### src/tekd_pkg.sv
// Package for the terminal escape-key decoder: request structs, byte constants
// and special key codes. Depends on nothing.
package tekd_pkg;

  // Input request: one received byte or one inter-byte timeout tick.
  typedef struct packed {
    logic       op;
    logic [7:0] data_byte;
  } in_req_t;

  // Output request: a decoded key.
  typedef struct packed {
    logic       is_special;
    logic [7:0] key_code;
  } out_req_t;

  // Result of one parser step, handed from the parser to the output register.
  typedef struct packed {
    logic     hit;
    out_req_t key;
  } tekd_res_t;

  localparam logic OP_BYTE = 1'b0;
  localparam logic OP_TICK = 1'b1;

  localparam logic [7:0] ESC_BYTE   = 8'h1B;
  localparam logic [7:0] LBRACKET   = 8'h5B;
  localparam logic [7:0] SEMICOLON  = 8'h3B;
  localparam logic [7:0] TILDE      = 8'h7E;
  localparam logic [7:0] CHAR_ZERO  = 8'h30;
  localparam logic [7:0] CHAR_ONE   = 8'h31;
  localparam logic [7:0] CHAR_THREE = 8'h33;
  localparam logic [7:0] CHAR_FIVE  = 8'h35;
  localparam logic [7:0] CHAR_SIX   = 8'h36;
  localparam logic [7:0] CHAR_NINE  = 8'h39;
  localparam logic [7:0] CHAR_A     = 8'h41;
  localparam logic [7:0] CHAR_B     = 8'h42;
  localparam logic [7:0] CHAR_C     = 8'h43;
  localparam logic [7:0] CHAR_D     = 8'h44;

  localparam logic [7:0] K_LEFT   = 8'd0;
  localparam logic [7:0] K_RIGHT  = 8'd1;
  localparam logic [7:0] K_UP     = 8'd2;
  localparam logic [7:0] K_DOWN   = 8'd3;
  localparam logic [7:0] K_CLEFT  = 8'd4;
  localparam logic [7:0] K_CRIGHT = 8'd5;
  localparam logic [7:0] K_DEL    = 8'd6;
  localparam logic [7:0] K_PGUP   = 8'd7;
  localparam logic [7:0] K_PGDN   = 8'd8;

endpackage

### src/terminal_escape_key_decoder.sv
// Top level of the terminal escape-key decoder: handshake and output register.
// Depends on tekd_pkg and tekd_parser.
//
//   Channel | Ports                         | Direction | Moves
//   --------+-------------------------------+-----------+-----------------------
//   input   | in_valid, in_stall, in_req    | in        | byte or timeout tick
//   output  | out_valid, out_stall, out_req | out       | decoded key, 0 or 1
//
// Each request is decoded in the cycle it is accepted, and its key (if any)
// appears in the output register on the next cycle, so one request is taken
// per cycle while in_stall is low; the parser's phase, held-byte and flag registers are its loops.
// Reset is synchronous and active low; it returns the parser to idle and
// empties the output register.
// The input is stalled only while the output register holds a key that the
// receiver is stalling; a draining output register is refilled in the same
// cycle.
module terminal_escape_key_decoder (
  input  logic               clk,
  input  logic               rst_n,
  input  logic               in_valid,
  output logic               in_stall,
  input  tekd_pkg::in_req_t  in_req,
  output logic               out_valid,
  input  logic               out_stall,
  output tekd_pkg::out_req_t out_req
);
  import tekd_pkg::*;

  logic      accept;
  tekd_res_t res;
  logic      out_valid_r;
  out_req_t  out_req_r;

  // Space exists when the register is empty or its key leaves this cycle.
  assign in_stall = out_valid_r && out_stall;
  assign accept   = in_valid && !in_stall;

  tekd_parser u_parser (
    .clk   (clk),
    .rst_n (rst_n),
    .take  (accept),
    .req   (in_req),
    .res   (res)
  );

  always_ff @(posedge clk) begin
    if (!rst_n) begin
      out_valid_r <= 1'b0;
    end else if (accept && res.hit) begin
      out_valid_r <= 1'b1;
    end else if (!out_stall) begin
      out_valid_r <= 1'b0;
    end
  end

  // Payload register needs no reset; it loads only with a new key.
  always_ff @(posedge clk) begin
    if (accept && res.hit) begin
      out_req_r <= res.key;
    end
  end

  assign out_valid = out_valid_r;
  assign out_req   = out_req_r;

endmodule

### src/tekd_parser.sv
// Escape sequence parser: phase state machine and one-step decode of a request.
// Depends on tekd_pkg.
module tekd_parser (
  input  logic               clk,
  input  logic               rst_n,
  input  logic               take,
  input  tekd_pkg::in_req_t  req,
  output tekd_pkg::tekd_res_t res
);
  import tekd_pkg::*;

  typedef enum logic [3:0] {
    PH_IDLE, PH_ESC, PH_BRACKET, PH_OTHER, PH_ONE_A,
    PH_ONE_B, PH_ONE_C, PH_ONE_EXTRA, PH_TILDE
  } phase_t;

  phase_t     phase_r, phase_nxt;
  logic [7:0] held_r, held_nxt;
  logic       ctrl_ok_r, ctrl_ok_nxt;
  logic [7:0] b;
  logic       is_digit;

  assign b        = req.data_byte;
  assign is_digit = (b >= CHAR_ZERO) && (b <= CHAR_NINE);

  always_comb begin
    phase_nxt    = phase_r;
    held_nxt     = held_r;
    ctrl_ok_nxt  = ctrl_ok_r;
    res.hit      = 1'b0;
    res.key.is_special = 1'b0;
    res.key.key_code   = ESC_BYTE;
    if (req.op == OP_TICK) begin
      // A pending sequence collapses to a plain ESC; idle ticks vanish.
      if (phase_r != PH_IDLE) begin
        res.hit = 1'b1;
      end
      phase_nxt = PH_IDLE;
    end else begin
      unique case (phase_r)
        PH_ESC: begin
          phase_nxt = (b == LBRACKET) ? PH_BRACKET : PH_OTHER;
        end
        PH_OTHER, PH_ONE_EXTRA: begin
          res.hit   = 1'b1;
          phase_nxt = PH_IDLE;
        end
        PH_BRACKET: begin
          if (b == CHAR_ONE) begin
            ctrl_ok_nxt = 1'b1;
            phase_nxt   = PH_ONE_A;
          end else if (is_digit) begin
            held_nxt  = b;
            phase_nxt = PH_TILDE;
          end else begin
            res.hit   = 1'b1;
            phase_nxt = PH_IDLE;
            res.key.is_special = 1'b1;
            priority case (b)
              CHAR_A:  res.key.key_code = K_UP;
              CHAR_B:  res.key.key_code = K_DOWN;
              CHAR_C:  res.key.key_code = K_RIGHT;
              CHAR_D:  res.key.key_code = K_LEFT;
              default: begin
                res.key.is_special = 1'b0;
                res.key.key_code   = ESC_BYTE;
              end
            endcase
          end
        end
        PH_ONE_A: begin
          if (b != SEMICOLON) ctrl_ok_nxt = 1'b0;
          phase_nxt = PH_ONE_B;
        end
        PH_ONE_B: begin
          if (b != CHAR_FIVE) ctrl_ok_nxt = 1'b0;
          phase_nxt = PH_ONE_C;
        end
        PH_ONE_C: begin
          phase_nxt = PH_ONE_EXTRA;
          if (ctrl_ok_r && (b >= CHAR_A) && (b <= CHAR_D)) begin
            res.hit            = 1'b1;
            res.key.is_special = 1'b1;
            phase_nxt          = PH_IDLE;
            priority case (b)
              CHAR_D:  res.key.key_code = K_CLEFT;
              CHAR_C:  res.key.key_code = K_CRIGHT;
              CHAR_A:  res.key.key_code = K_UP;
              default: res.key.key_code = K_DOWN;
            endcase
          end
        end
        PH_TILDE: begin
          res.hit   = 1'b1;
          phase_nxt = PH_IDLE;
          if (b == TILDE) begin
            res.key.is_special = 1'b1;
            priority case (held_r)
              CHAR_THREE: res.key.key_code = K_DEL;
              CHAR_FIVE:  res.key.key_code = K_PGUP;
              CHAR_SIX:   res.key.key_code = K_PGDN;
              default: begin
                res.key.is_special = 1'b0;
                res.key.key_code   = ESC_BYTE;
              end
            endcase
          end
        end
        default: begin
          // Idle: ESC opens a sequence, anything else passes through.
          if (b == ESC_BYTE) begin
            phase_nxt = PH_ESC;
          end else begin
            res.hit          = 1'b1;
            res.key.key_code = b;
            phase_nxt        = PH_IDLE;
          end
        end
      endcase
    end
  end

  always_ff @(posedge clk) begin
    if (!rst_n) begin
      phase_r   <= PH_IDLE;
      held_r    <= '0;
      ctrl_ok_r <= 1'b0;
    end else if (take) begin
      phase_r   <= phase_nxt;
      held_r    <= held_nxt;
      ctrl_ok_r <= ctrl_ok_nxt;
    end
  end

endmodule
### config.mk
export PLATFORM = sky130hd
export DESIGN_NAME = terminal_escape_key_decoder
export DESIGN_NICKNAME = d
export VERILOG_FILES = /design/src/tekd_pkg.sv /design/src/terminal_escape_key_decoder.sv /design/src/tekd_parser.sv
export SDC_FILE = /design/constraint.sdc
export NUM_CORES = 1
export LEC_CHECK = 0
export BUFFER_PORTS_ARGS = -buffer_cell sky130_fd_sc_hd__buf_2
export CAP_MARGIN = 5
export CELL_PAD_IN_SITES_DETAIL_PLACEMENT = 0
export CELL_PAD_IN_SITES_GLOBAL_PLACEMENT = 1
export CORE_UTILIZATION = 40
export CTS_BUF_LIST = sky130_fd_sc_hd__clkbuf_4 sky130_fd_sc_hd__clkbuf_8
export DETAILED_ROUTE_END_ITERATION = 12
export GPL_ROUTABILITY_DRIVEN = 0
export HOLD_SLACK_MARGIN = 0.08
export PLACE_DENSITY_LB_ADDON = 0.1
export SYNTH_ARGS = -nofsm -noshare
export SYNTH_HDL_FRONTEND = slang
export SYNTH_SLANG_ARGS = --single-unit
### constraint.sdc
create_clock -name clk -period 2.6 [get_ports clk]
set_input_delay 0.65 -clock clk [delete_from_list [all_inputs] [get_ports clk]]
set_output_delay 0.65 -clock clk [all_outputs]
set_load 0.05 [all_outputs]
==> results.yml <==
placement:
  dp_hpwl_mm: 2.73
  io_buffers: 23
  post-place-cells: 242
synthesis:
  synth_top_family_by_area: "simple AND/OR/NAND/NOR gates"
  synth_area_leader_cell: "dfxtp_1"
  yosys.area_share.simple: 0.286
  syn_avg_cell_area_um2: 8.95
  syn_inst: 166
  synth_seq_cells: 23
  muxShareOfSynthArea: 0.0270
  synthArstFlopShare: 0
  ys_types: 57
  synth_area_mm2: 0.00149
  synth_compound_area_frac: 0.211
  syn_nets: 179
  ys_seq_area_frac: 0.371
  synthAdderAreaFrac: 0
  yosys-top-cells-area: "dfxtp_1 (19%), edfxtp_1 (18%), nor2_1 (5.3%)"
  synth_edf_count: 9
  synth_top_area_frac: 0.189
  synth_ff_type: "dfxtp_1"
  synth_xor_area_frac: 0.0236
  yosysWarningCount: 0
clocking:
  cts_tree: "done"
  cts_buffers: 3
  clk_pin_slew_ns: 0.08
  ctsHoldBuffers: 0
  clk_latency_ns: 0.27
  htreeDepth: 1
  cts_resized: 0
  cts_num_sinks: 23
  clockBufferDepth: 2
  cts-root-buf: "clkbuf_8"
  post-cts-setup-buffers: 0
floorplanning:
  dieArea_mm2: 0.00396
  ioPinCount: 24
  core_area_mm2: 0.00344
  row_count: 21
  fp.dieH_um: 62.9
  initial_utilization: 0.431
  die_w_um: 62.9
routing:
  wire_per_inst_um: 14.5
  drc: 0
  drtPass1Iterations: 4
  via_per_inst: 5.50
  totalWireLength_mm: 3.56
  drtIter0Drc: 70
  ant_nets: 0
  vias: 1354
timing:
  setup-tns-final_ns: 0
  final_hold_viol_count: 0
  fmax_mhz: 414
  min_period_ns: 2.41
  worst_pin_slew_ns: 0.646
  fin_crit_sh: 0.928
  setup_violations: 0
  rsz0062_at_grt: "false"
  max_slew_margin: 0.568
  finClkSkew_ns: 0.00978
  fin_hold_ws_ns: 0.447
  drv_slew: 0
setup_path:
  crit_chain: "buf_2, or3b_1, nand4b_4, o211a_4, or4_4, or3_1"
  critPathMaxStageDelay_ns: 0.49
  crit_fanout: 4
  worst_setup_path_end_kind: "flip-flop"
  cp_slowest_cell: "or4_4"
  path_delay_family: "simple AND/OR/NAND/NOR gates"
  worstPathArrival_ns: 2.43
  startpoint_type: "primary input"
  critical_path_buf_inv_count: 1
  crit_type: "in2reg"
  worstPathRequired_ns: 2.62
finish:
  drive_gt1_frac: 0.270
  layout_commonest_cell: "buf_2"
  areaGrowthSynthToFinish_pct: 18.0
  fin_nets: 214
  final_cell_mix: "buf_2 (23), nor2_1 (21), buf_4 (16), dfxtp_1 (14)"
  utilization: 0.509
  fin_cells: 246
  diodes: 0
global_routing:
  antenna_found_initial: 0
  grt_pass1_wl_mm: 5.99
  overflow: 0
  grt_pass1_vias: 1286
  grt_usage: 0.192
  grt_max_degree: 14
pwr:
  irDropWorstVdd_mv: 0.171
  switching_share: 0.264
  power_frac_comb: 0.153
  p_seq_frac: 0.521
  powerDensity_mw_per_mm2: 420
  power.switching_mw: 0.195
  clock_power_share: 0.326
  p_int_mw: 0.542
  p_leak_nw: 0.706
flow_run:
  maxCapViolCount: 0
hold_path:
  hp-class: "reg2reg"
outcome:
  status: "finished clean"
==> power groups by stage <==
stage,combinational [mW],clock [mW],sequential [mW]
floorplan,0.0482,0,0.418
CTS,0.113,0.243,0.384
detailed placement,0.112,0,0.392
global placement,0.111,0,0.392
finish,0.113,0.240,0.384
global route,0.122,0.254,0.385
==> kinds of logic (layout without fill, tap and decap cells) <==
kind of cell / after synthesis / in the layout
AOI/OAI and AO/OA: 43 / 43
DFF: 23 / 23
and+or+nand+nor: 72 / 72
muxes: 4 / 4
buffers and inverters: 20 / 54
xor gates and xnor gates: 4 / 4
==> layer usage <==
layer / track usage / wire length, µm / up-vias / part of all wire
met4: 0.0785 / 62 / 0 / 0.017
met2: 0.304 / 1610 / 32 / 0.45
met1: 0.259 / 1720 / 628 / 0.48
li1: - / - / 687 / -
met5: 0 / 0 / - / 0
met3: 0.0255 / 162 / 7 / 0.046
==> stage by stage <==
stage	total power, mW	instance area (µm²)	worst slack [ns]
after floorplan	0.467	1490	0.0506
after global placement	0.504	1700	-0.0645
after detailed placement	0.505	1700	-0.0856
after CTS	0.740	1750	0.192
after global routing	0.760	1750	0.0585
final	0.737	1750	0.187
==> layout make-up <==
cell class,count,area (µm²)
clock buffers,4,48.8
fillers,341,1690
inverters,11,41.3
multi-input cells,123,820
flip-flops and latches,23,551
well taps,46,57.6
repair buffers,39,235
==> cell usage after synthesis (2+ instances only) <==
master    instances
nor2_1           21
dfxtp_1          14
inv_1            11
nand2_1          11
a21oi_1           9
edfxtp_1          9
o21ai_0           6
and2_1            5
clkbuf_1          4
clkbuf_8          4
mux2i_1           4
nand3b_1          4
nor3_1            4
a31oi_1           3
nand3_1           3
o31ai_1           3
a211oi_1          2
and3_1            2
nor3b_1           2
nor4_1            2
o22ai_1           2
o32ai_1           2
o41ai_1           2
or3_1             2
xnor2_1           2
xor2_1            2
==> state kept, by name (all words and copies together), names as in the netlist <==
| register | flops |
|---|---|
| u_parser.ctrl_ok_r | 1 |
| out_req | 9 |
| u_parser.held_r | 8 |
| u_parser.phase_r | 4 |
| out_valid | 1 |
==> worst reg2reg max path, delay by kind of cell (launching register included) <==
kind / cells / cell delay [ns]
buffers and inverters: 2 / 0.37
DFF: 1 / 0.33
AOI/OAI and AO/OA: 2 / 0.34
and+or+nand+nor: 3 / 0.99
==> path summary, 6_finish.rpt <==
path                                    startpoint                              end  slack, ns  cells after the start
setup reg to reg  u_parser.phase_r[1]$_SDFFE_PN0P_         out_req[3]$_SDFFCE_PP1P_       0.27                      7
setup / recovery                         in_req[5]         out_req[1]$_SDFFCE_PP1P_       0.19                      6
hold / removal     u_parser.held_r[5]$_SDFFE_PN0P_  u_parser.held_r[5]$_SDFFE_PN0P_       0.45                      2
hold reg to reg    u_parser.held_r[5]$_SDFFE_PN0P_  u_parser.held_r[5]$_SDFFE_PN0P_       0.45                      2
Note: power is estimated with default switching activity, not from simulation.
